**config.mk**
```make
export PLATFORM = sky130hd
export DESIGN_NAME = cmc_front
export DESIGN_NICKNAME = d
export VERILOG_FILES = /design/src/hw/rtl/cmc_pkg.sv /design/src/hw/rtl/cmc_front.sv
export SDC_FILE = /design/constraint.sdc
export NUM_CORES = 2
export LEC_CHECK = 0
export ABC_AREA = 1
export ABC_CLOCK_PERIOD_IN_PS = 12600
export BUFFER_PORTS_ARGS = -buffer_cell sky130_fd_sc_hd__buf_2
export CAP_MARGIN = 0
export CORE_UTILIZATION = 45
export DETAILED_ROUTE_END_ITERATION = 12
export RECOVER_POWER = 50
export SLEW_MARGIN = 20
export SYNTH_ARGS = -nofsm -noshare
export SYNTH_HDL_FRONTEND = slang
export SYNTH_SLANG_ARGS = --single-unit
```
**constraint.sdc**
```tcl
create_clock -name clk -period 12.6 [get_ports clk]
set_clock_uncertainty 0.15 [all_clocks]
set_input_delay 1.89 -clock clk [delete_from_list [all_inputs] [get_ports clk]]
set_output_delay 1.89 -clock clk [all_outputs]
set_load 0.02 [all_outputs]
```
**src/hw/rtl/cmc_pkg.sv**
```systemverilog
// ----------------------------------------------------------------------------
// cmc_pkg: colour model converter shared definitions
// Model codes, queue entry type and small arithmetic helpers.
// ----------------------------------------------------------------------------
package cmc_pkg;

  typedef enum logic [2:0] {
    M_RGB     = 3'd0,
    M_NRGBA   = 3'd1,
    M_NRGBA64 = 3'd2,
    M_GRAY    = 3'd3,
    M_GRAY16  = 3'd4,
    M_CMYK    = 3'd5
  } model_t;

  localparam int QDEPTH     = 4;
  localparam int QIDX_W     = 2;
  localparam int QCNT_W     = 3;
  localparam int DIV_STAGES = 16;

  // pass: data already holds the masked source colour
  // otherwise data holds widened {a, b, g, r}, 16 bits each
  typedef struct packed {
    logic        pass;
    model_t      dst;
    logic [63:0] data;
  } cmc_entry_t;

  // codes 6 and 7 behave as nrgba
  function automatic model_t norm_model(logic [2:0] m);
    model_t r;
    unique case (m)
      3'd0:    r = M_RGB;
      3'd2:    r = M_NRGBA64;
      3'd3:    r = M_GRAY;
      3'd4:    r = M_GRAY16;
      3'd5:    r = M_CMYK;
      default: r = M_NRGBA;
    endcase
    return r;
  endfunction

  function automatic logic [63:0] model_mask(model_t m);
    logic [63:0] r;
    unique case (m)
      M_RGB:     r = 64'h0000_0000_00ff_ffff;
      M_NRGBA64: r = 64'hffff_ffff_ffff_ffff;
      M_GRAY:    r = 64'h0000_0000_0000_00ff;
      M_GRAY16:  r = 64'h0000_0000_0000_ffff;
      default:   r = 64'h0000_0000_ffff_ffff;
    endcase
    return r;
  endfunction

  // p / 0xffff for p <= 0xffff * 0xffff: p = hi*0xffff + (hi + lo)
  function automatic logic [15:0] div_ffff(logic [31:0] p);
    logic [16:0] s;
    logic [16:0] q;
    s = {1'b0, p[31:16]} + {1'b0, p[15:0]};
    q = {1'b0, p[31:16]} + {16'd0, (s >= 17'h0ffff)} + {16'd0, (s >= 17'h1fffe)};
    return q[15:0];
  endfunction

endpackage

```
**src/hw/rtl/cmc_front.sv**
```systemverilog
// ----------------------------------------------------------------------------
// cmc_front: classify and widen
// Decodes models, widens the colour to 16-bit RGBA (with multiply and
// exact divide by 0xffff for nrgba64/cmyk) and pushes into the queue.
// ----------------------------------------------------------------------------
module cmc_front import cmc_pkg::*; (
  input  logic              clk,
  input  logic              rst_n,
  input  logic              in_valid,
  output logic              in_ready,
  input  logic [2:0]        source_model,
  input  logic [63:0]       source_color,
  input  logic [2:0]        dest_model,
  input  logic [QCNT_W-1:0] q_level,
  output logic              push,
  output cmc_entry_t        push_entry
);

  logic        f_v_r;
  logic        pass_r;
  model_t      dst_r;
  logic        mul_r;
  logic [31:0] prod_r [3];
  logic [63:0] dir_r;

  model_t      src;
  model_t      dst;
  logic        pass;
  logic        mul;
  logic [15:0] fac;
  logic [15:0] ch [3];
  logic [63:0] dir;
  logic [QCNT_W:0] used;

  // queue slots in use, counting the item held in the front register
  assign used     = {1'b0, q_level} + {{QCNT_W{1'b0}}, f_v_r};
  assign in_ready = (used < (QCNT_W+1)'(QDEPTH));

  always_comb begin
    src  = norm_model(source_model);
    dst  = norm_model(dest_model);
    pass = (src == dst);
    mul  = !pass && ((src == M_NRGBA64) || (src == M_CMYK));
    if (src == M_CMYK) begin
      fac = ~{source_color[31:24], source_color[31:24]};
      for (int i = 0; i < 3; i++) begin
        ch[i] = ~{source_color[8*i +: 8], source_color[8*i +: 8]};
      end
    end else begin
      fac = source_color[63:48];
      for (int i = 0; i < 3; i++) begin
        ch[i] = source_color[16*i +: 16];
      end
    end
    if (pass) begin
      dir = source_color & model_mask(src);
    end else begin
      unique case (src)
        M_RGB: dir = {16'hffff, {2{source_color[23:16]}}, {2{source_color[15:8]}},
                      {2{source_color[7:0]}}};
        M_GRAY: dir = {16'hffff, {6{source_color[7:0]}}};
        M_GRAY16: dir = {16'hffff, {3{source_color[15:0]}}};
        M_NRGBA64: dir = {source_color[63:48], 48'd0};
        M_CMYK: dir = {16'hffff, 48'd0};
        default: dir = {{2{source_color[31:24]}}, {2{source_color[23:16]}},
                        {2{source_color[15:8]}}, {2{source_color[7:0]}}};
      endcase
    end
  end

  always_ff @(posedge clk) begin
    if (!rst_n) begin
      f_v_r <= 1'b0;
    end else begin
      f_v_r <= in_valid && in_ready;
    end
    if (in_valid && in_ready) begin
      pass_r <= pass;
      dst_r  <= dst;
      mul_r  <= mul;
      dir_r  <= dir;
      for (int i = 0; i < 3; i++) begin
        prod_r[i] <= ch[i] * fac;
      end
    end
  end

  assign push            = f_v_r;
  assign push_entry.pass = pass_r;
  assign push_entry.dst  = dst_r;
  assign push_entry.data = mul_r ? {dir_r[63:48], div_ffff(prod_r[2]),
                                    div_ffff(prod_r[1]), div_ffff(prod_r[0])}
                                 : dir_r;

endmodule

```
=== After elaboration in Yosys (flattened, before gate mapping) ===
Memories as Yosys holds them, arrays and structs flattened.
Cells that the tools add are included.

* $add $sub $neg: 10
* Multiply operators: 3
* Magnitude comparators: 7
* Equal/unequal tests: 13
* Muxes and demuxes: 11
* Bitwise operators: 5
* Reductions and logical operators: 7

{| class="wikitable"
|+ Operators by type and width
! kind !! count
|-
| one-hot mux 64 bit (5 select lines) || 1
|-
| one-hot mux 64 bit (4 select lines) || 1
|-
| two-way mux 64 bit || 2
|-
| adder 16 x 1 -> 16 bit || 6
|-
| multiplier 16 x 16 -> 32 bit || 3
|-
| two-way mux 48 bit || 2
|-
| bitwise AND 64 bit || 1
|-
| NOT 16 bit || 4
|-
| adder 16 x 16 -> 17 bit || 3
|-
| greater-or-equal comparator 17 x 16 -> 1 bit, second input constant || 3
|-
| greater-or-equal comparator 17 bit, second input constant || 3
|-
| one-hot mux 3 bit (5 select lines) || 2
|-
| == test 3 x 2 -> 1 bit, second input constant || 6
|-
| == test 3 bit, second input constant || 6
|-
| two-way mux 16 bit || 1
|-
| logical NOT 3 bit || 3
|-
| adder 3 x 1 -> 4 bit || 1
|-
| less-than comparator 4 x 3 -> 1 bit, second input constant || 1
|-
| == test 3 bit || 1
|-
| logical AND 1 bit || 2
|-
| two-way mux 1 bit || 2
|-
| logical NOT 1 bit || 1
|-
| logical OR 1 bit || 1
|}

* Register bits after elaboration: 70
* Bits in writable memories: 96
* Input bits: 76
* Output and inout port bits: 70
* Logic and storage cells: 62
* Memories: 1

{| class="wikitable"
|+ Memories
! memory !! words !! width !! rd ports !! clocked after memory_dff !! wr ports !! RTL line !! RTL
|-
| prod_r || 3 || 32 || 3 || 0 || 3 || cmc_front.sv:23 || <nowiki>logic [31:0] prod_r [3];</nowiki>
|}

=== Logic depth before layout (Yosys ltp) ===
* Depth after elaboration: 7
* Depth in mapped cells: 33
* Depth with buffers taken out: 31

=== Worst setup path before layout ===
OpenSTA, ideal clock, no wires.

* Kind: input port to flip-flop
* Start: in q_level[0]
* End: reg dir_r[0] (enable)
* Setup time: 692 ps
* Data arrival time: 9127 ps
* Data required time: 11758 ps
* Setup slack: 2632 ps
* Cell stages on the path: 4
* Path buffers: 0
* Cells stage by stage: nand3_1 > inv_1 > or2_2 > nor2_1

* Longest elaborated chain between the ends: 3

{| class="wikitable"
|+ Ends and longest elaborated chain
! item !! RTL line !! RTL
|-
| from (decl) || cmc_front.sv:14 || <nowiki>input logic [QCNT_W-1:0] q_level,</nowiki>
|-
| adder 3 x 1 -> 4 bit || cmc_front.sv:36 || <nowiki>assign used = {1'b0, q_level} + {{QCNT_W{1'b0}}, f_v_r};</nowiki>
|-
| less-than comparator 4 x 3 -> 1 bit || cmc_front.sv:37 || <nowiki>assign in_ready = (used < (QCNT_W+1)'(QDEPTH));</nowiki>
|-
| logical AND 1 bit || cmc_front.sv:77 || <nowiki>if (in_valid && in_ready) begin</nowiki>
|-
| to (signal assigned) || cmc_front.sv:81 || <nowiki>dir_r <= dir;</nowiki>
|-
| to (decl) || cmc_front.sv:24 || <nowiki>logic [63:0] dir_r;</nowiki>
|}

Every way passes these cells.
A chain may end at the register's enable or synchronous reset.

==> impl_metrics.env <==
export IMPL_multi_input_area_um2=27690
export IMPL_netlist_area_um2=37210
export IMPL_min_path_cells=4
export IMPL_die_y_um=289.6
export IMPL_hpwl_um=98200
export IMPL_min_from="push"
export IMPL_die_area_um2=83840
export IMPL_cts_made_buffers=17
export IMPL_area_delta_synth_final_pct=5.959
export IMPL_cts_root_buf="clkbuf_16"
export IMPL_violations="capacitance limit, slew limit"
export IMPL_clock_fmax_mhz=103.0
export IMPL_fin_crit_ns=9.705
export IMPL_antenna_found_initial=11
export IMPL_finalSetupViolations=0
export IMPL_finalNonFillerCells=5963
export IMPL_critical_path_required_ns=12.75
export IMPL_cp_slowest_cell="nor2_8"
export IMPL_finalHoldViolations=0
export IMPL_status="complete, but fails checks"
export IMPL_timing_rr_end="prod_r[0][10]"
export IMPL_worst_pin_slew_ns=3.475
export IMPL_cpPeakStageDelay_ns=0.69
export IMPL_wirelength_um=120300
export IMPL_grt_use_total=0.2957
export IMPL_grt_pass1_vias=31890
export IMPL_synth_warnings=0
export IMPL_nets=5904
export IMPL_ctsHoldBuffers=0
export IMPL_num_vias=32060
export IMPL_clkLatencyLatePin_ns=0.51
export IMPL_start_util=0.4539
export IMPL_cts_max_path_buffers=2
export IMPL_holdWs_ns=0.5422
export IMPL_maxCapViolations=5
export IMPL_holdCritPathClass="reg -> reg"
export IMPL_synth_nets=5839
export IMPL_drc_errors=0
export IMPL_slew_headroom=-1.316
export IMPL_place_congestion=0.9638
export IMPL_cts_sinks=166
export IMPL_io_pins=146
export IMPL_crit_top_cell="inv_1"
export IMPL_cts_resized=0
export IMPL_final_layout_size_suffix_gt1_frac=0.05603
export IMPL_yosysSeqAreaShare=0.1337
export IMPL_dpl_worst_slack_ns=2.585
export IMPL_ys_ff_latch=166
export IMPL_r2r_cells=6
export IMPL_synth_edff_count=165
export IMPL_globalRouteOverflowTotal=0
export IMPL_r2r_slack_ns=6.20
export IMPL_setup_tns_ns=0
export IMPL_synth_cell_types=46
export IMPL_arrival_ns=9.86
export IMPL_die_w_um=289.6
export IMPL_finalWorstSetupSlack_ns=2.895
export IMPL_end_kind="register"
export IMPL_wl_per_cell_um=20.17
export IMPL_clk_pin_slew_ns=0.07
export IMPL_synth_ff_type="edfxtp_1"
export IMPL_maxSlewViolCount=264
export IMPL_seqCellArea_um2=4975
export IMPL_rows=105
export IMPL_path_class="in -> reg"
export IMPL_io_buffers=145
export IMPL_ant_nets=0
export IMPL_h_tree_depth=4
export IMPL_cp_max_fo=58
export IMPL_drt_initial_drc_count=2368
export IMPL_fin_crit_sh=0.7702
export IMPL_viasPerCell=5.376
export IMPL_synthCells=4812
export IMPL_rsz0062_at_grt="no"
export IMPL_worst_setup_path_start_kind="input pin"
export IMPL_fillCellCount=8338
export IMPL_cts_tree="done"
export IMPL_core_um2=81980
export IMPL_hold_end="push"
export IMPL_cts_setup_buffers=0
export IMPL_timing_rr_start="push"
export IMPL_grt_max_degree=68
export IMPL_dp_cells=5928
export IMPL_firstDrtPassIters=6
export IMPL_async_flop_share=0
export IMPL_synth_avg_cell_area_um2=7.733
export IMPL_grt_pass1_wl_um=185300
## per-stage QoR
| stage | instance area (um2) | utilization |
|---|---|---|
| 4_1_cts | 39470 | 0.4814 |
| 3_3_place_gp | 38900 | 0.4746 |
| 3_5_place_dp | 38900 | 0.4746 |
| 5_1_grt | 39420 | 0.4809 |
| 6_report | 39430 | 0.4809 |
| 2_1_floorplan | 37210 | - |
## critical path, delay by kind of cell
kind	cells	cell delay, ns
XOR/XNOR	1	0.29
AND/OR/NAND/NOR	9	2.14
buffers and inverters	12	1.96
adder cells (fa/ha/maj)	7	3.46
AO/OA/AOI/OAI	1	0.06
## logic make-up after synthesis
logic type,share of synthesized area
buffers and inverters,0.1236
xor gates and xnor gates,0.02707
DFF,0.1337
adders and majority gates,0.4384
and+or+nand+nor,0.2108
AOI/OAI and AO/OA,0.06641
## flip-flops by register name, summed over array words and instances, names as in the netlist
signal / cells
dir_r: 64
dst_r: 3
mul_r: 1
pass_r: 1
prod_r: 96
push: 1
## layer usage
layer / routed length, um / part of all wire / global-route usage
met3: 11840 / 0.098 / 0.06860
met2: 54540 / 0.45 / 0.4771
met4: 4054 / 0.034 / 0.09503
met1: 49840 / 0.41 / 0.3927
met5: 13 / 0.00011 / 0
## synth_stat cells (2+ instances only)
master / number / area (um2)
nand2_1: 1146 / 4302
inv_1: 995 / 3735
fa_1: 588 / 11770
nor2_1: 578 / 2170
ha_1: 363 / 4542
o21ai_0: 173 / 865.8
edfxtp_1: 165 / 4955
nand3_1: 148 / 740.7
a21oi_1: 147 / 735.7
xor2_1: 77 / 674.4
buf_2: 69 / 345.3
nand4_1: 41 / 256.5
clkbuf_1: 40 / 150.1
o21ai_2: 38 / 332.8
xnor2_1: 38 / 332.8
nor3_1: 32 / 160.2
inv_2: 30 / 112.6
buf_4: 26 / 195.2
o21ai_1: 16 / 80.08
a21o_1: 14 / 105.1
o21bai_1: 13 / 97.59
a31oi_1: 9 / 56.30
nand3b_1: 8 / 60.06
o22ai_1: 8 / 50.05
a21boi_0: 6 / 45.04
and2_1: 6 / 37.54
clkinv_1: 5 / 18.77
nor4_1: 4 / 25.02
buf_6: 3 / 33.78
o211ai_1: 3 / 22.52
or2_2: 3 / 18.77
nand2_2: 2 / 12.51
nor2_2: 2 / 12.51
nor3b_1: 2 / 15.01
o21a_1: 2 / 15.01
o31ai_1: 2 / 15.01
## worst max path at each step
| stage | endpoint | slack (ns) | from |
|---|---|---|---|
| 2_1_floorplan | dir_r[0] | 2.63 | q_level[0] |
| 5_1_grt | prod_r[0][85] | 2.63 | source_model[1] |
| 6_report | prod_r[0][86] | 2.90 | source_model[1] |
| 3_3_place_gp | prod_r[0][86] | 2.59 | source_model[1] |
| 3_5_place_dp | prod_r[0][85] | 2.59 | source_model[1] |
| 4_1_cts | prod_r[0][86] | 3.08 | source_model[1] |
## final cells by class
class / instances / share of cell area
Multi-Input combinational cell: 3476 / 0.7024
Sequential cell: 166 / 0.1262
Inverter: 1031 / 0.09822
Tap cell: 1070 / 0.03396
Timing Repair Buffer: 185 / 0.02482
Clock buffer: 19 / 0.01098
Clock inverter: 13 / 0.003269
Antenna cell: 3 / 0.0001904
## layout by cell type (no fill, tap or decap), types with 32 or more instances in the layout
master | synthesis | final
nand2_1 | 1146 | 1145
nor2_1 | 578 | 577
nand3_1 | 148 | 148
xnor2_1 | 38 | 38
ha_1 | 363 | 363
a21oi_1 | 147 | 147
fa_1 | 588 | 588
o21ai_2 | 38 | 39
o21ai_0 | 173 | 172
xor2_1 | 77 | 77
buf_2 | 69 | 122
edfxtp_1 | 165 | 165
nand4_1 | 41 | 41
inv_1 | 995 | 995
nor3_1 | 32 | 32
buf_4 | 26 | 35
Power is not shown: default switching activity piles up to over one toggle a cycle in this logic, so the estimate is an artifact.
