--- src/hw/rtl/cmc_pkg.sv ---
// ----------------------------------------------------------------------------
// cmc_pkg: colour model converter shared definitions
// Model codes, queue entry type and small arithmetic helpers.
// ----------------------------------------------------------------------------
package cmc_pkg;

  typedef enum logic [2:0] {
    M_RGB     = 3'd0,
    M_NRGBA   = 3'd1,
    M_NRGBA64 = 3'd2,
    M_GRAY    = 3'd3,
    M_GRAY16  = 3'd4,
    M_CMYK    = 3'd5
  } model_t;

  localparam int QDEPTH     = 4;
  localparam int QIDX_W     = 2;
  localparam int QCNT_W     = 3;
  localparam int DIV_STAGES = 16;

  // pass: data already holds the masked source colour
  // otherwise data holds widened {a, b, g, r}, 16 bits each
  typedef struct packed {
    logic        pass;
    model_t      dst;
    logic [63:0] data;
  } cmc_entry_t;

  // codes 6 and 7 behave as nrgba
  function automatic model_t norm_model(logic [2:0] m);
    model_t r;
    unique case (m)
      3'd0:    r = M_RGB;
      3'd2:    r = M_NRGBA64;
      3'd3:    r = M_GRAY;
      3'd4:    r = M_GRAY16;
      3'd5:    r = M_CMYK;
      default: r = M_NRGBA;
    endcase
    return r;
  endfunction

  function automatic logic [63:0] model_mask(model_t m);
    logic [63:0] r;
    unique case (m)
      M_RGB:     r = 64'h0000_0000_00ff_ffff;
      M_NRGBA64: r = 64'hffff_ffff_ffff_ffff;
      M_GRAY:    r = 64'h0000_0000_0000_00ff;
      M_GRAY16:  r = 64'h0000_0000_0000_ffff;
      default:   r = 64'h0000_0000_ffff_ffff;
    endcase
    return r;
  endfunction

  // p / 0xffff for p <= 0xffff * 0xffff: p = hi*0xffff + (hi + lo)
  function automatic logic [15:0] div_ffff(logic [31:0] p);
    logic [16:0] s;
    logic [16:0] q;
    s = {1'b0, p[31:16]} + {1'b0, p[15:0]};
    q = {1'b0, p[31:16]} + {16'd0, (s >= 17'h0ffff)} + {16'd0, (s >= 17'h1fffe)};
    return q[15:0];
  endfunction

endpackage

--- src/hw/rtl/cmc_back.sv ---
// ----------------------------------------------------------------------------
// cmc_back: narrow to destination model
// Luma and simple narrowing in one stage; cmyk divides through a 16-stage
// restoring divider pipeline; output register holds the result.
// ----------------------------------------------------------------------------
module cmc_back import cmc_pkg::*; (
  input  logic        clk,
  input  logic        rst_n,
  input  logic        head_valid,
  input  cmc_entry_t  head_entry,
  output logic        pop,
  output logic        out_valid,
  input  logic        out_ready,
  output logic [63:0] converted_color
);

  logic        adv;
  logic        e_v_r;
  cmc_entry_t  e_r;
  logic        out_v_r;
  logic [63:0] out_r;

  // stage-0 decode
  logic [15:0] r, g, b, a, w;
  logic [31:0] luma;
  logic [63:0] plain;
  logic        isdiv;
  logic [15:0] d [3];

  // divider pipeline
  logic        v_r     [DIV_STAGES];
  logic        isdiv_r [DIV_STAGES];
  logic [63:0] plain_r [DIV_STAGES];
  logic [15:0] w_r     [DIV_STAGES];
  logic [15:0] rem_r   [DIV_STAGES][3];
  logic [15:0] nlo_r   [DIV_STAGES][3];
  logic [15:0] q_r     [DIV_STAGES][3];

  assign adv = !out_v_r || out_ready;
  assign pop = adv;

  always_comb begin
    r = e_r.data[15:0];
    g = e_r.data[31:16];
    b = e_r.data[47:32];
    a = e_r.data[63:48];
    w = r;
    if (w < g) w = g;
    if (w < b) w = b;
    luma = 32'd19595 * {16'd0, r} + 32'd38470 * {16'd0, g} + 32'd7471 * {16'd0, b}
           + 32'h8000;
    d[0] = w - r;
    d[1] = w - g;
    d[2] = w - b;
    isdiv = 1'b0;
    if (e_r.pass) begin
      plain = e_r.data;
    end else begin
      unique case (e_r.dst)
        M_RGB:     plain = {40'd0, b[15:8], g[15:8], r[15:8]};
        M_NRGBA64: plain = e_r.data;
        M_GRAY:    plain = {56'd0, luma[31:24]};
        M_GRAY16:  plain = {48'd0, luma[31:16]};
        M_CMYK: begin
          // black has no hue: fixed result, no division
          plain = 64'h0000_0000_ff00_0000;
          isdiv = (w != 16'd0);
        end
        default:   plain = {32'd0, a[15:8], b[15:8], g[15:8], r[15:8]};
      endcase
    end
  end

  always_ff @(posedge clk) begin
    if (!rst_n) begin
      e_v_r   <= 1'b0;
      out_v_r <= 1'b0;
    end else if (adv) begin
      e_v_r   <= head_valid;
      out_v_r <= v_r[DIV_STAGES-1];
    end
    if (adv) begin
      e_r <= head_entry;
      if (isdiv_r[DIV_STAGES-1]) begin
        out_r <= {32'd0, ~w_r[DIV_STAGES-1][15:8], q_r[DIV_STAGES-1][2][15:8],
                  q_r[DIV_STAGES-1][1][15:8], q_r[DIV_STAGES-1][0][15:8]};
      end else begin
        out_r <= plain_r[DIV_STAGES-1];
      end
    end
  end

  // numerator (w - ch) * 0xffff; quotient fits 16 bits since w - ch <= w
  for (genvar s = 0; s < DIV_STAGES; s++) begin : g_div
    logic        v_in, isdiv_in;
    logic [63:0] plain_in;
    logic [15:0] w_in;
    logic [15:0] rem_in [3];
    logic [15:0] nlo_in [3];
    logic [15:0] q_in   [3];
    logic [16:0] t      [3];
    logic        ge     [3];

    always_comb begin
      if (s == 0) begin
        v_in     = e_v_r;
        isdiv_in = isdiv;
        plain_in = plain;
        w_in     = w;
        for (int c = 0; c < 3; c++) begin
          rem_in[c] = d[c] - {15'd0, (d[c] != 16'd0)};
          nlo_in[c] = 16'd0 - d[c];
          q_in[c]   = 16'd0;
        end
      end else begin
        v_in     = v_r[(s == 0) ? 0 : s-1];
        isdiv_in = isdiv_r[(s == 0) ? 0 : s-1];
        plain_in = plain_r[(s == 0) ? 0 : s-1];
        w_in     = w_r[(s == 0) ? 0 : s-1];
        for (int c = 0; c < 3; c++) begin
          rem_in[c] = rem_r[(s == 0) ? 0 : s-1][c];
          nlo_in[c] = nlo_r[(s == 0) ? 0 : s-1][c];
          q_in[c]   = q_r[(s == 0) ? 0 : s-1][c];
        end
      end
      for (int c = 0; c < 3; c++) begin
        t[c]  = {rem_in[c], nlo_in[c][15]};
        ge[c] = (t[c] >= {1'b0, w_in});
      end
    end

    always_ff @(posedge clk) begin
      if (!rst_n) begin
        v_r[s] <= 1'b0;
      end else if (adv) begin
        v_r[s] <= v_in;
      end
      if (adv) begin
        isdiv_r[s] <= isdiv_in;
        plain_r[s] <= plain_in;
        w_r[s]     <= w_in;
        for (int c = 0; c < 3; c++) begin
          rem_r[s][c] <= ge[c] ? 16'(t[c] - {1'b0, w_in}) : t[c][15:0];
          nlo_r[s][c] <= {nlo_in[c][14:0], 1'b0};
          q_r[s][c]   <= {q_in[c][14:0], ge[c]};
        end
      end
    end
  end

  assign out_valid       = out_v_r;
  assign converted_color = out_r;

endmodule

--- config.mk ---
export PLATFORM = sky130hd
export DESIGN_NAME = cmc_back
export DESIGN_NICKNAME = d
export VERILOG_FILES = /design/src/hw/rtl/cmc_pkg.sv /design/src/hw/rtl/cmc_back.sv
export SDC_FILE = /design/constraint.sdc
export NUM_CORES = 2
export LEC_CHECK = 0
export BUFFER_PORTS_ARGS = -buffer_cell sky130_fd_sc_hd__buf_2
export CORE_MARGIN = 10
export CORE_UTILIZATION = 39
export DETAILED_ROUTE_END_ITERATION = 10
export GPL_ROUTABILITY_DRIVEN = 0
export PLACE_DENSITY = 0.53
export SLEW_MARGIN = 20
export SYNTH_ARGS = -nofsm -noshare
export SYNTH_HDL_FRONTEND = slang
export SYNTH_SLANG_ARGS = --single-unit
export TNS_END_PERCENT = 5
--- constraint.sdc ---
create_clock -name clk -period 126.1 [get_ports clk]
set_input_delay 0 -clock clk [delete_from_list [all_inputs] [get_ports clk]]
set_output_delay 0 -clock clk [all_outputs]
set_load 0.02 [all_outputs]
# ---- After elaboration in Yosys (flattened, before gate mapping)
# Memory sizes are Yosys's and may differ from the RTL's. A register that Yosys moved wholly into a read port is not among the register bits.
# Index checks and enable logic that the tools add are counted.
dict set report word_totals {
  wordCells 231
  in_bits 72
  memories 7
  mem_bits_rw 3568
  regBits 133
  output_inout_bits 66
}
dict set report op_classes {
  mul 3
  n_addsub 60
  bitwise_logic 17
  muxes 76
  magnitude_cmp 50
  eq_ne 4
  reduce_logical 8
}
# name words width rd rd_ports_with_merged_regs wr line_no
set mem_list {}
lappend mem_list {plain_r 16 64 16 0 16 cmc_back.sv:33} ;# logic [63:0] plain_r [DIV_STAGES];
lappend mem_list {q_r 16 48 16 0 16 cmc_back.sv:37} ;# logic [15:0] q_r [DIV_STAGES][3];
lappend mem_list {rem_r 16 48 15 0 16 cmc_back.sv:35} ;# logic [15:0] rem_r [DIV_STAGES][3];
lappend mem_list {nlo_r 16 45 15 0 16 cmc_back.sv:36} ;# logic [15:0] nlo_r [DIV_STAGES][3];
lappend mem_list {w_r 16 16 16 0 16 cmc_back.sv:34} ;# logic [15:0] w_r [DIV_STAGES];
lappend mem_list {isdiv_r 16 1 16 0 16 cmc_back.sv:32} ;# logic isdiv_r [DIV_STAGES];
lappend mem_list {{+1 memories} - - - - - -}
# operator n
set op_table {}
lappend op_table {{greater-or-equal comparator 17 x 16 -> 1 bit} 48}
lappend op_table {{subtractor 16 bit} 51}
lappend op_table {{two-way mux 16 bit} 50}
lappend op_table {{case mux 64 bit (5 select lines)} 1}
lappend op_table {{two-way mux 64 bit} 1}
lappend op_table {{nonzero test 16 bit} 4}
lappend op_table {{multiplier 15 x 16 -> 31 bit, first input constant} 2}
lappend op_table {{subtractor 1 x 16 -> 16 bit, first input constant} 3}
lappend op_table {{subtractor 16 x 1 -> 16 bit} 3}
lappend op_table {{adder 31 x 32 -> 32 bit} 1}
lappend op_table {{adder 32 x 16 -> 32 bit, second input constant} 1}
lappend op_table {{adder 32 x 29 -> 32 bit} 1}
lappend op_table {{less-than comparator 16 bit} 2}
lappend op_table {{two-way mux 32 bit} 1}
lappend op_table {{multiplier 13 x 16 -> 29 bit, first input constant} 1}
lappend op_table {{two-way mux 1 bit} 23}
lappend op_table {{OR 1 bit} 16}
lappend op_table {{NOT 8 bit} 1}
lappend op_table {{== test 3 x 2 -> 1 bit, second input constant} 2}
lappend op_table {{== test 3 bit, second input constant} 2}
lappend op_table {{zero test 3 bit} 1}
lappend op_table {{zero test 1 bit} 2}
lappend op_table {{logical OR 1 bit} 1}

# ---- Longest topological paths before layout
dict set report depth {
  ltp_word 9
  mapped_depth 51
  mapped_depth_nobuf 46
}

# ---- Worst setup path before layout
# Ideal clock, no wire load.
dict set report synth_path {
  path_type {register -> register}
  start {register out_v_r (netlist: out_valid) (read register of v_r)}
  end {memory v_r[0], data pin}
  synth_period_minus_slack_ns 61.085
  setup_time_ns 0.411
  stages_incl_launch_ff 5
  arrival_time_ns 60.674
  required_ns 125.689
  slack_ns 65.015
  n_path_buf 1
  cell_sequence {dfxtp_1 > nor2b_1 > inv_1 > clkbuf_1 > and3_1}
}
# element line_no
set synth_rtl {}
lappend synth_rtl {{start: declaration} cmc_back.sv:20} ;# logic out_v_r;
lappend synth_rtl {{end: declaration} cmc_back.sv:31} ;# logic v_r [DIV_STAGES];

==> results.sh <==
export IMPL_outcome="finished clean"
export IMPL_grt_pass1_wl_um=350000
export IMPL_synth_edf_count=2091
export IMPL_path_clk_slew_ns=0.06
export IMPL_synth_top_area_share=0.620
export IMPL_r2r_setup_slack_ns=113.47
export IMPL_io_pins=138
export IMPL_layout_area_overhead_vs_synth_pct=14.1
export IMPL_start_util=0.393
export IMPL_required_ns=126.64
export IMPL_cp_slowest_cell="edfxtp_1"
export IMPL_dr_total_vias=55500
export IMPL_topRoutingLayerUsed="met5"
export IMPL_drtIter0Drc=3787
export IMPL_most_common_layout_cells="edfxtp_1 (2091), ha_1 (827), inv_1 (794)"
export IMPL_yosysTopAreaCell="edfxtp_1"
export IMPL_cpMostUsedCell="ha_1"
export IMPL_finalWorstSetupSlack_ns=113.47
export IMPL_skew_ns=0.0978
export IMPL_min_delay_start="rst_n"
export IMPL_crit_fanout=33
export IMPL_finalNetCount=8664
export IMPL_fin_crit_ns=12.63
export IMPL_coreArea_um2=258000
export IMPL_place_hpwl_um=172000
export IMPL_report_final_setup_viol=0
export IMPL_maxCapViolations=0
export IMPL_grt_ovfl_total=0
export IMPL_clock_root_buffer="clkbuf_16"
export IMPL_synth_warnings=0
export IMPL_slew_violations=0
export IMPL_viasPerCell=5.02
export IMPL_worst_pin_slew_ns=1.09
export IMPL_ant_nets=0
export IMPL_cts_path_max_buffers=3
export IMPL_wl_per_cell_um=20.8
export IMPL_critPathKind="reg -> reg"
export IMPL_wl_met2_um=109000
export IMPL_synth_seq_cells=2094
export IMPL_min_path_cells=3
export IMPL_endpoint_kind="register"
export IMPL_async_flop_share=0
export IMPL_drcViolationCount=0
export IMPL_drive_gt1_frac=0.115
export IMPL_final_util=0.448
export IMPL_drt_total_wl_um=230000
export IMPL_rsz0062_at_grt="no"
export IMPL_cp_arrival_ns=13.17
export IMPL_reg2reg_depth=42
export IMPL_rows=186
export IMPL_hold_viol=0
export IMPL_firstDrtPassIters=6
export IMPL_r2r_start="e_r[26]$_DFFE_PN_"
export IMPL_hold_class="in -> reg"
export IMPL_met1_length_um=102000
export IMPL_cts_buffers=217
export IMPL_synth_ff_type="edfxtp_1"
export IMPL_fin_crit_sh=0.100
export IMPL_die_area_um2=280000
export IMPL_grt_antenna_before_repair=20
export IMPL_synthCells=6962
export IMPL_synth_area_per_cell_um2=14.5
export IMPL_placed_cells=10500
export IMPL_grt_usage=0.163
export IMPL_pre_cts_ws_ns=113.88
export IMPL_first_global_vias=57100
export IMPL_synth_nets=8151
export IMPL_numPortBuffers=137
export IMPL_chipHeight_um=529
export IMPL_wl_met3_um=10400
export IMPL_rr_endpoint="rem_r[0][43]$_DFFE_PN_"
export IMPL_seq_area_frac_synth=0.621
export IMPL_max_slew_margin_rel=0.274
export IMPL_netlist_top_cells_area="edfxtp_1 (62%), ha_1 (10%), fa_1 (5.7%)"
export IMPL_insertion_delay_ns=0.86
export IMPL_fin_cells=11100
export IMPL_holdPathEnd="v_r[8]$_DFF_P_"
export IMPL_die_w_um=529
export IMPL_grt_max_degree=189
export IMPL_htree_num_levels=4
export IMPL_syn_area_um2=101000
export IMPL_cts_tree="yes"
export IMPL_cts_sinks=2094
export IMPL_max_freq_mhz=79.2
export IMPL_final_common_cell="edfxtp_1"
export IMPL_max_stage_delay_ns=0.71
export IMPL_startpoint_type="register"
export IMPL_ys_types=89
export IMPL_fin_setup_tns_ns=0
[logic make-up after synthesis]
| kind of cell | after synthesis | synth area share |
|---|---|---|
| XOR/XNOR | 354 | 0.0308 |
| multiplexers | 319 | 0.0349 |
| AO/OA/AOI/OAI | 1039 | 0.0651 |
| adder cells (fa/ha/maj) | 1117 | 0.160 |
| buffers and inverters | 860 | 0.0321 |
| AND/OR/NAND/NOR | 1179 | 0.0566 |
| flip-flops | 2094 | 0.621 |
[layer usage]
metal | vias up | track usage
li1 | 26600 | -
met1 | 27400 | 0.217
met2 | 1211 | 0.270
met3 | 383 | 0.0261
met4 | 8 | 0.0562
met5 | - | 0
[cell type report]
type / count / area, um2
timing repair buffer: 357 / 2740
antenna: 10 / 25.0
fill: 22700 / 142000
clock inverter: 164 / 2000
inverter: 797 / 3000
tap: 3384 / 4230
sequential: 2094 / 62900
clock buffer: 244 / 5530
multi-input combinational: 4008 / 35100
[sequential cells by signal, indices dropped and copies added (netlist names)]
register,flops
w_r,184
e_r,36
q_r,300
nlo_r,84
converted_color,64
b,16
plain_r,1024
isdiv_r,16
out_valid,1
rem_r,336
v_r,16
e_v_r,1
a,16
[worst max-delay path by stage]
stage                            from  cells past startpoint                      to
3_3_place_gp        e_r[26]$_DFFE_PN_                     42  rem_r[0][44]$_DFFE_PN_
4_1_cts             e_r[26]$_DFFE_PN_                     42  rem_r[0][43]$_DFFE_PN_
2_1_floorplan  out_valid$_SDFFE_PN0N_                      4        v_r[0]$_DFFE_PP_
5_1_grt             e_r[28]$_DFFE_PN_                     42  rem_r[0][44]$_DFFE_PN_
6_report            e_r[26]$_DFFE_PN_                     42  rem_r[0][43]$_DFFE_PN_
3_5_place_dp        e_r[26]$_DFFE_PN_                     42  rem_r[0][37]$_DFFE_PN_
[stage by stage]
step | cell area [um2] | hold slack [ns]
finish | 116000 | 0.0885
global route | 116000 | 0.0695
CTS | 115000 | 0.00273
detailed placement | 107000 | 0.178
global placement | 107000 | 0.177
floorplan | 101000 | 0.0989
[synth_stat cells, drive strengths merged (12+ instances only)]
master,number
a2111oi,17
a211oi,26
a21boi,50
a21o,123
a21oi,321
a22oi,12
a31oi,41
and2,33
and3,40
clkbuf,57
edfxtp,2091
fa,290
ha,827
inv,797
mux2,267
mux2i,52
nand2,289
nand2b,41
nand3,74
nand4,76
nor2,333
nor2b,104
nor3,74
nor4,31
o2111ai,20
o21a,59
o21ai,227
o21bai,27
o31ai,14
or2,28
or3,21
xnor2,224
xor2,130
[what timing repair did]
item                                   in CTS  in global routing
hold buffers                              143                  0
buffers inserted                            0                  0
resized for setup                           0                  0
endpoints found under the hold margin      86                  0
[critical path, delay by kind of cell (launching register included)]
family | cells | cell delay [ns]
compound gates | 17 | 4.90
xor+xnor | 2 | 0.41
simple gates | 11 | 2.53
buf+inv | 3 | 0.50
fa+ha+maj | 7 | 2.20
mux | 2 | 1.01
flops | 1 | 0.71
Power is not shown: default switching activity piles up to over one toggle a cycle in this logic, so the estimate is an artifact.
