## src/hw/rtl/cmc_pkg.sv

```systemverilog
// ----------------------------------------------------------------------------
// cmc_pkg: colour model converter shared definitions
// Model codes, queue entry type and small arithmetic helpers.
// ----------------------------------------------------------------------------
package cmc_pkg;

  typedef enum logic [2:0] {
    M_RGB     = 3'd0,
    M_NRGBA   = 3'd1,
    M_NRGBA64 = 3'd2,
    M_GRAY    = 3'd3,
    M_GRAY16  = 3'd4,
    M_CMYK    = 3'd5
  } model_t;

  localparam int QDEPTH     = 4;
  localparam int QIDX_W     = 2;
  localparam int QCNT_W     = 3;
  localparam int DIV_STAGES = 16;

  // pass: data already holds the masked source colour
  // otherwise data holds widened {a, b, g, r}, 16 bits each
  typedef struct packed {
    logic        pass;
    model_t      dst;
    logic [63:0] data;
  } cmc_entry_t;

  // codes 6 and 7 behave as nrgba
  function automatic model_t norm_model(logic [2:0] m);
    model_t r;
    unique case (m)
      3'd0:    r = M_RGB;
      3'd2:    r = M_NRGBA64;
      3'd3:    r = M_GRAY;
      3'd4:    r = M_GRAY16;
      3'd5:    r = M_CMYK;
      default: r = M_NRGBA;
    endcase
    return r;
  endfunction

  function automatic logic [63:0] model_mask(model_t m);
    logic [63:0] r;
    unique case (m)
      M_RGB:     r = 64'h0000_0000_00ff_ffff;
      M_NRGBA64: r = 64'hffff_ffff_ffff_ffff;
      M_GRAY:    r = 64'h0000_0000_0000_00ff;
      M_GRAY16:  r = 64'h0000_0000_0000_ffff;
      default:   r = 64'h0000_0000_ffff_ffff;
    endcase
    return r;
  endfunction

  // p / 0xffff for p <= 0xffff * 0xffff: p = hi*0xffff + (hi + lo)
  function automatic logic [15:0] div_ffff(logic [31:0] p);
    logic [16:0] s;
    logic [16:0] q;
    s = {1'b0, p[31:16]} + {1'b0, p[15:0]};
    q = {1'b0, p[31:16]} + {16'd0, (s >= 17'h0ffff)} + {16'd0, (s >= 17'h1fffe)};
    return q[15:0];
  endfunction

endpackage

```

## src/hw/rtl/cmc_queue.sv

```systemverilog
// ----------------------------------------------------------------------------
// cmc_queue: front-to-back decoupling queue
// Small FIFO of widened colours; the front never pushes when full.
// ----------------------------------------------------------------------------
module cmc_queue import cmc_pkg::*; (
  input  logic              clk,
  input  logic              rst_n,
  input  logic              push,
  input  cmc_entry_t        push_entry,
  input  logic              pop,
  output logic              head_valid,
  output cmc_entry_t        head_entry,
  output logic [QCNT_W-1:0] level
);

  cmc_entry_t        mem [QDEPTH];
  logic [QIDX_W-1:0] wr_ptr_r;
  logic [QIDX_W-1:0] rd_ptr_r;
  logic [QCNT_W-1:0] cnt_r;
  logic              do_pop;

  assign do_pop     = pop && (cnt_r != '0);
  assign head_valid = (cnt_r != '0);
  assign head_entry = mem[rd_ptr_r];
  assign level      = cnt_r;

  always_ff @(posedge clk) begin
    if (!rst_n) begin
      wr_ptr_r <= '0;
      rd_ptr_r <= '0;
      cnt_r    <= '0;
    end else begin
      if (push) begin
        wr_ptr_r <= wr_ptr_r + 1'b1;
      end
      if (do_pop) begin
        rd_ptr_r <= rd_ptr_r + 1'b1;
      end
      cnt_r <= cnt_r + {{(QCNT_W-1){1'b0}}, push} - {{(QCNT_W-1){1'b0}}, do_pop};
    end
    if (push) begin
      mem[wr_ptr_r] <= push_entry;
    end
  end

endmodule

```

## config.mk

```make
export PLATFORM = sky130hd
export DESIGN_NAME = cmc_queue
export DESIGN_NICKNAME = d
export VERILOG_FILES = /design/src/hw/rtl/cmc_pkg.sv /design/src/hw/rtl/cmc_queue.sv
export SDC_FILE = /design/constraint.sdc
export NUM_CORES = 1
export LEC_CHECK = 0
export BUFFER_PORTS_ARGS = -buffer_cell sky130_fd_sc_hd__buf_4
export CAP_MARGIN = 20
export CORE_AREA = 2 2 155 142
export CTS_BUF_LIST = sky130_fd_sc_hd__clkbuf_16
export DETAILED_ROUTE_END_ITERATION = 12
export DIE_AREA = 0 0 157 144
export PLACE_DENSITY = 0.81
export SLEW_MARGIN = 15
export SYNTH_ARGS = -nofsm -noshare
export SYNTH_HDL_FRONTEND = slang
export SYNTH_SLANG_ARGS = --single-unit
```

## constraint.sdc

```tcl
create_clock -name clk -period 5.35 [get_ports clk]
set_input_delay 1.07 -clock clk [delete_from_list [all_inputs] [get_ports clk]]
set_output_delay 1.07 -clock clk [all_outputs]
set_load 0.02 [all_outputs]
```

-- Yosys cells after proc, flatten, opt, wreduce, memory -nomap -nowiden
Memories as Yosys holds them, arrays and structs flattened. A register that Yosys moved wholly into a read port is not among the register bits.
Index checks and enable logic that the tools add are counted.
- register bits: 7
- bits in writable memories: 272
- bits of input ports: 72
- output and inout port bits: 72
- word-level logic and storage cells: 14
- memories kept: 1
- $add $sub $neg: 4
- mux-type cells: 4
- reductions and logical operators: 2
- memories (memory ; depth ; bits a word ; read ports ; clocked after memory_dff ; wr ports ; RTL line ; source):
    mem ; 4 ; 68 ; 1 ; 1 ; 1 ; cmc_queue.sv:16 ; cmc_entry_t mem [QDEPTH];
- operator list (kind ; count):
    $add A2 B1 Y2 const B ; 2
    $mux W2 ; 2
    $add A3 B1 Y3 ; 1
    $reduce_bool A3 Y1 ; 1
    $sub A3 B1 Y3 ; 1
    $mux W1 ; 2
    $logic_and A1 B1 Y1 ; 1

-- Depth between registers and ports, before layout
Gate-level depths: netlist of run 1.
- depth after elaboration: 4
- mapped depth: 7
- depth with buffers taken out: 7

-- Worst setup path after synthesis of run 1
Ideal clock, no wire load.
- kind: input-to-reg
- from: input port push
- to: memory mem[0][0] (netlist bit), enable pin
- setup time: 0.433 ns
- data arrival time: 2.666 ns
- data required time: 4.917 ns
- path slack: 2.251 ns
- stages: 1
- buffers on the path: 0
- cell sequence: and2_1
- word-level cells in the longest chain between the ends: 2
- ends and longest elaborated chain (element ; RTL line ; source):
    start, declared ; cmc_queue.sv:8 ; input logic push,
    $mux W1 ; cmc_queue.sv:41 ; if (push) begin
    $mux W1 (implied by the code) ; cmc_queue.sv:42 ; mem[wr_ptr_r] <= push_entry;
    end, declared ; cmc_queue.sv:16 ;
Every way passes these cells.

==> results.json, run 1 <==
{
  "outcome": "completed",
  "clk_pin_slew_ns": 0.06,
  "ys_seq_area_share_pct": 81.01,
  "nets": 639,
  "clockBufferDepth": 3,
  "grt_start_max_net_pins": 69,
  "fmax_ghz": 0.2720,
  "drive_gt1_share_pct": 43.30,
  "slew_violations": 0,
  "yosysMostFrequentCell": "edfxtp_1",
  "setup_tns_ns": 0,
  "die_h_um": 144,
  "crit_path_cell_trace": "buf_4, mux4_2, buf_4",
  "cp_max_fo": 39,
  "dp_hpwl_mm": 10.20,
  "post_cts_buffers": 0,
  "drt-total-wl_mm": 17.90,
  "setup_slack_ns": 1.674,
  "cap_violations": 0,
  "gr-total-overflow": 0,
  "fin_crit_sh_pct": 68.71,
  "endpoint_kind": "output pin",
  "design.portCount": 144,
  "antenna_found_initial": 0,
  "core.rowCount": 51,
  "cts.sinks": 281,
  "worstMarginPinSlew_ns": 1.080,
  "diodes": 0,
  "max-slew-margin-rel_pct": 27.99,
  "leakage_nw": 4.254,
  "synth_commonest_cells": "edfxtp_1 (272), mux4_2 (68), dfxtp_1 (9)",
  "cp_slowest_cell": "dfxtp_4",
  "dieArea_um2": 22610,
  "synth_fp_nets": 479,
  "rsz0062_at_grt": "false",
  "gp_congestion": 0.7246,
  "period_minus_slack_ns": 3.676,
  "arrival_ns": 2.61,
  "wl_per_cell_um": 20.50,
  "yosys_warnings": 0,
  "synth_edf_count": 272,
  "grt_pass1_wl_mm": 27.27,
  "synth_area_um2": 10300,
  "finClkSkew_ns": 0.02191,
  "finalHoldViolations": 0,
  "min_path_type": "flop to flop",
  "vias_per_cell": 5.291,
  "synth.largest_area_cell": "edfxtp_1",
  "postCtsHoldBufs": 0,
  "path_class": "flop to output pin",
  "ctsResizeCount": 0,
  "final_cells": 873,
  "cts.htree.levels": 1,
  "postRouteAntennaNets": 0,
  "vias": 4619,
  "crit_family": "flip-flops",
  "cts_buffers": 28,
  "root_buffer": "clkbuf_16",
  "worst-path-buf-inv": 2,
  "setup_viol": 0,
  "required_ns": 4.28,
  "grtUsageTotal_pct": 15.88,
  "post-route-drc-count": 0,
  "syn_area_per_cell_um2": 25.76,
  "yosys_register_bits": 281,
  "cts_tree": "yes",
  "fp.dieW_um": 157,
  "grt_pass1_vias": 5009,
  "netlist_instances": 400,
  "critPathMaxStageDelay_ns": 0.86,
  "stdcell_area_um2": 12480,
  "vdd_drop_max_v": 0.0004660,
  "place_ws_ns": 2.111,
  "insertion_delay_ns": 0.53,
  "async_flop_share_pct": 0,
  "first_pass_iters": 4,
  "synth_top_area_share_pct": 79.26,
  "place_area_um2": 11640,
  "drt_iter0_markers": 252,
  "powerDensity_nw_per_um2": 439.9,
  "ys_types": 21,
  "port_buffers": 143,
  "start_util_pct": 48.79,
  "area_delta_synth_final_pct": 21.13,
  "cp_common_cell": "buf_4",
  "synthFlopType": "edfxtp_1",
  "core_region_area_um2": 21120,
  "whs_ns": 0.4791,
  "dp_cells": 820,
  "synthTopCellsByArea": "edfxtp_1 (79%), mux4_2 (15%), dfxtp_1 (1.7%)",
  "start_kind": "flop"
}
layout by cell type, fill, tap and decap left out, drive strengths merged:
| master | synthesis | routed |
|---|---|---|
| edfxtp | 272 | 272 |
| buf | 12 | 146 |
| mux4 | 68 | 68 |
| clkbuf | 4 | 29 |
| inv | 6 | 20 |
| dfxtp | 9 | 9 |
| clkinv | 0 | 9 |
| and2 | 8 | 8 |
| ha | 6 | 6 |
| mux2i | 4 | 4 |
| nand2 | 2 | 2 |
| nand2b | 2 | 2 |
| o31a | 1 | 1 |
| or3 | 1 | 1 |
| xor2 | 1 | 1 |
| o311ai | 1 | 1 |
| nor2b | 1 | 1 |
| xnor3 | 1 | 1 |
| fa | 1 | 1 |
metal layers:
| layer | vias up | track usage (%) | routed length (µm) |
|---|---|---|---|
| li1 | 2027 | - | - |
| met1 | 2430 | 20.69 | 7384 |
| met2 | 136 | 27.45 | 9282 |
| met3 | 26 | 3.326 | 877 |
| met4 | 0 | 4.297 | 355 |
| met5 | - | 0 | 0 |
kinds of logic after synthesis:
group           count (synthesis)  share of synthesized area (%)
flops                         281                          81.01
mux                            72                          15.25
compound gates                  2                         0.1700
fa+ha+maj                       7                         0.9228
buf+inv                        22                          1.542
simple gates                   14                         0.8015
xor+xnor                        2                         0.3035
sequential cells by signal, indices dropped and copies added, names as in the netlist, named ones only:
signal,cells
rd_ptr_r,2
wr_ptr_r,2
level,3
mem,272
cell type report:
class / instances / area (µm²)
clock inverter: 23 / 90.09
multi-input combinational: 97 / 1808
sequential: 281 / 8356
timing repair buffer: 146 / 1116
fill: 1487 / 8640
tap: 291 / 364.1
clock buffer: 29 / 725.7
inverter: 6 / 22.52
metrics by stage:
step	utilization [%]	total power, mW
after CTS	58.97	5.556
after global placement	55.10	3.803
final	59.10	5.491
after global routing	59.10	5.711
after floorplan	-	3.429
after detailed placement	55.10	3.842
worst min-delay path: stages (launching register included):
cell and delay, ns:
dfxtp_1 0.31, nand2_1 0.06, mux2i_1 0.07
final timing paths:
| kind | start | to | slack, ns | depth (start not counted) |
|---|---|---|---|---|
| worst max-delay path | flop | head_entry[65] | 1.67 | 3 |
| worst min register to register | rd_ptr_r[1] | flop | 0.48 | 2 |
| worst max register to register | level[1] | level[2] | 3.24 | 7 |
| worst min-delay path | rd_ptr_r[1] | flop | 0.48 | 2 |
where the power goes:
| part | leakage, nW | switching (mW) | internal [mW] |
|---|---|---|---|
| combinational | 1.23 | 0.530 | 0.577 |
| clock | 0.453 | 0.747 | 0.968 |
| sequential | 2.57 | 0.128 | 2.54 |
| total | 4.25 | 1.40 | 4.09 |
Power figures use the tool's default switching activity.
==> run 2, diff against run 1 <==
--- a/config.mk
+++ b/config.mk
@@ -5,13 +5,14 @@
 export SDC_FILE = /design/constraint.sdc
 export NUM_CORES = 1
 export LEC_CHECK = 0
+export ABC_AREA = 1
 export BUFFER_PORTS_ARGS = -buffer_cell sky130_fd_sc_hd__buf_4
 export CAP_MARGIN = 20
-export CORE_AREA = 2 2 155 142
+export CORE_AREA = 2 2 156 143
 export CTS_BUF_LIST = sky130_fd_sc_hd__clkbuf_16
 export DETAILED_ROUTE_END_ITERATION = 12
-export DIE_AREA = 0 0 157 144
-export PLACE_DENSITY = 0.81
+export DIE_AREA = 0 0 158 145
+export PLACE_DENSITY = 0.84
 export SLEW_MARGIN = 15
 export SYNTH_ARGS = -nofsm -noshare
 export SYNTH_HDL_FRONTEND = slang
==> constraint.sdc (replaced) <==
create_clock -name clk -period 3.1 [get_ports clk]
set_input_delay 0.62 -clock clk [delete_from_list [all_inputs] [get_ports clk]]
set_output_delay 0.62 -clock clk [all_outputs]
set_load 0.02 [all_outputs]
==> results.json, run 2 <==
{
  "drt-total-wl_mm": 21.89,
  "outcome": "completed",
  "max-slew-margin-rel_pct": 55.40,
  "powerDensity_nw_per_um2": 809.5,
  "drt_iter0_markers": 498,
  "dieArea_um2": 22910,
  "cp_slowest_cell": "inv_6",
  "drive_gt1_share_pct": 23.64,
  "area_delta_synth_final_pct": 22.08,
  "min_path_type": "primary input to flop",
  "top_register": "mem",
  "async_flop_share_pct": 0,
  "whs_ns": 0.2891,
  "clockBufferDepth": 3,
  "clk_pin_slew_ns": 0.06,
  "root_buffer": "clkbuf_16",
  "cts_tree": "yes",
  "gp_congestion": 0.7432,
  "yosys_warnings": 0,
  "leakage_nw": 4.540,
  "largest_reg_flops": 272,
  "grt_pass1_vias": 6344,
  "design.portCount": 144,
  "synth.largest_area_cell": "edfxtp_1",
  "syn_area_per_cell_um2": 14.67,
  "synth_fp_nets": 796,
  "insertion_delay_ns": 0.53,
  "worstMarginPinSlew_ns": 0.6689,
  "cap_violations": 0,
  "fin_crit_sh_pct": 92.52,
  "yosys_register_bits": 281,
  "cp_max_fo": 93,
  "crit_path_cell_trace": "inv_6, buf_4, o21ai_0, o22ai_1, buf_4",
  "start_kind": "flop",
  "postRouteAntennaNets": 0,
  "slew_violations": 0,
  "start_util_pct": 49.34,
  "grtUsageTotal_pct": 18.94,
  "ys_types": 20,
  "cts.sinks": 281,
  "path_class": "flop to output pin",
  "post-route-drc-count": 0,
  "antenna_found_initial": 1,
  "synth_commonest_cells": "edfxtp_1 (272), nor2_1 (141), o21ai_0 (133)",
  "ctsResizeCount": 0,
  "synth_area_um2": 10520,
  "final_cell_mix": "edfxtp_1 (272), buf_4 (148), nor2_1 (141), o21ai_0 (133), o22ai_1 (68)",
  "grt_pass1_wl_mm": 33.71,
  "period_minus_slack_ns": 2.868,
  "crit_family": "buffers and inverters",
  "synth_top_area_share_pct": 77.68,
  "port_buffers": 143,
  "cts_buffers": 28,
  "finClkSkew_ns": 0.01066,
  "finalHoldViolations": 0,
  "worst-path-buf-inv": 3,
  "endpoint_kind": "output pin",
  "setup_viol": 0,
  "arrival_ns": 2.25,
  "vdd_drop_max_v": 0.0005934,
  "vias": 6404,
  "first_pass_iters": 5,
  "rsz0062_at_grt": "false",
  "wl_per_cell_um": 18.67,
  "setup_tns_ns": 0,
  "synthTopCellsByArea": "edfxtp_1 (78%), o21ai_0 (6.3%), nor2_1 (5.0%)",
  "core.rowCount": 51,
  "post_cts_buffers": 0,
  "nets": 937,
  "cp_common_cell": "buf_4",
  "fmax_ghz": 0.3487,
  "synthFlopType": "edfxtp_1",
  "dp_hpwl_mm": 12.18,
  "vias_per_cell": 5.464,
  "core_region_area_um2": 21310,
  "yosysMostFrequentCell": "edfxtp_1",
  "layout_commonest_cell": "edfxtp_1",
  "synth_edf_count": 272,
  "required_ns": 2.48,
  "postCtsHoldBufs": 0,
  "cts.htree.levels": 1,
  "grt_start_max_net_pins": 137,
  "finalPower_mw": 10.39,
  "fp.dieW_um": 158,
  "die_h_um": 145,
  "critPathMaxStageDelay_ns": 0.46,
  "gr-total-overflow": 0,
  "netlist_instances": 717,
  "ys_seq_area_share_pct": 79.39
}
[run 2: metrics by stage]
stage,area (µm²),cells,util (%),worst slack [ns]
2_1_floorplan,10520,717,-,0.7033
3_3_place_gp,11860,1119,55.64,0.9157
3_5_place_dp,11860,1119,55.64,0.8400
4_1_cts,12830,1171,60.22,0.1834
5_1_grt,12840,1172,60.23,0.08047
6_report,12840,1172,60.23,0.2318
[run 2: cell type report]
class                      count  area, µm²
fill                        1582       8476
sequential                   281       8353
multi-input combinational    376       1836
timing repair buffer         154       1231
clock buffer                  29      725.7
tap                          291      364.1
clock inverter                23      251.5
inverter                      17      73.82
antenna                        1      2.502
[run 2: power by group]
group          internal (mW)  leakage, nW  switching (mW)  total [mW]
clock                   2.12        0.474            1.37        3.49
combinational          0.884         1.49            1.59        2.47
sequential              4.36         2.57          0.0689        4.43
[run 2: worst paths after layout]
check                               startpoint  cells past startpoint  slack [ns]             end
worst min register to register     rd_ptr_r[0]                      2        0.49            flop
worst max register to register     wr_ptr_r[0]                      5        1.11      mem[0][61]
worst min-delay path            push_entry[46]                      1        0.29      mem[1][46]
worst max-delay path                      flop                      5        0.23  head_entry[19]
[run 2: cells by family (layout without fill, tap and decap cells)]
| group | Yosys count | after routing | share of synthesized area, % |
|---|---|---|---|
| flops | 281 | 281 | 79.39 |
| fa+ha+maj | 7 | 7 | 0.9043 |
| compound gates | 212 | 212 | 10.92 |
| buf+inv | 60 | 223 | 3.153 |
| other cells | 0 | 1 | 0 |
| simple gates | 157 | 157 | 5.628 |
[run 2: metal layers]
| layer | track usage (%) | vias to the layer above | part of all wire, % |
|---|---|---|---|
| li1 | - | 2967 | - |
| met1 | 25.65 | 3143 | 40 |
| met2 | 30.87 | 257 | 49 |
| met3 | 4.301 | 37 | 8.1 |
| met4 | 5.495 | 0 | 2.3 |
| met5 | 0 | - | 0 |
[run 2: worst reg2reg max path: stages (launching register included)]
cell and delay [ns]:
dfxtp_1 0.36, inv_1 0.10, ha_1 0.21, nand2_1 0.08, clkinv_2 0.50, buf_12 0.45
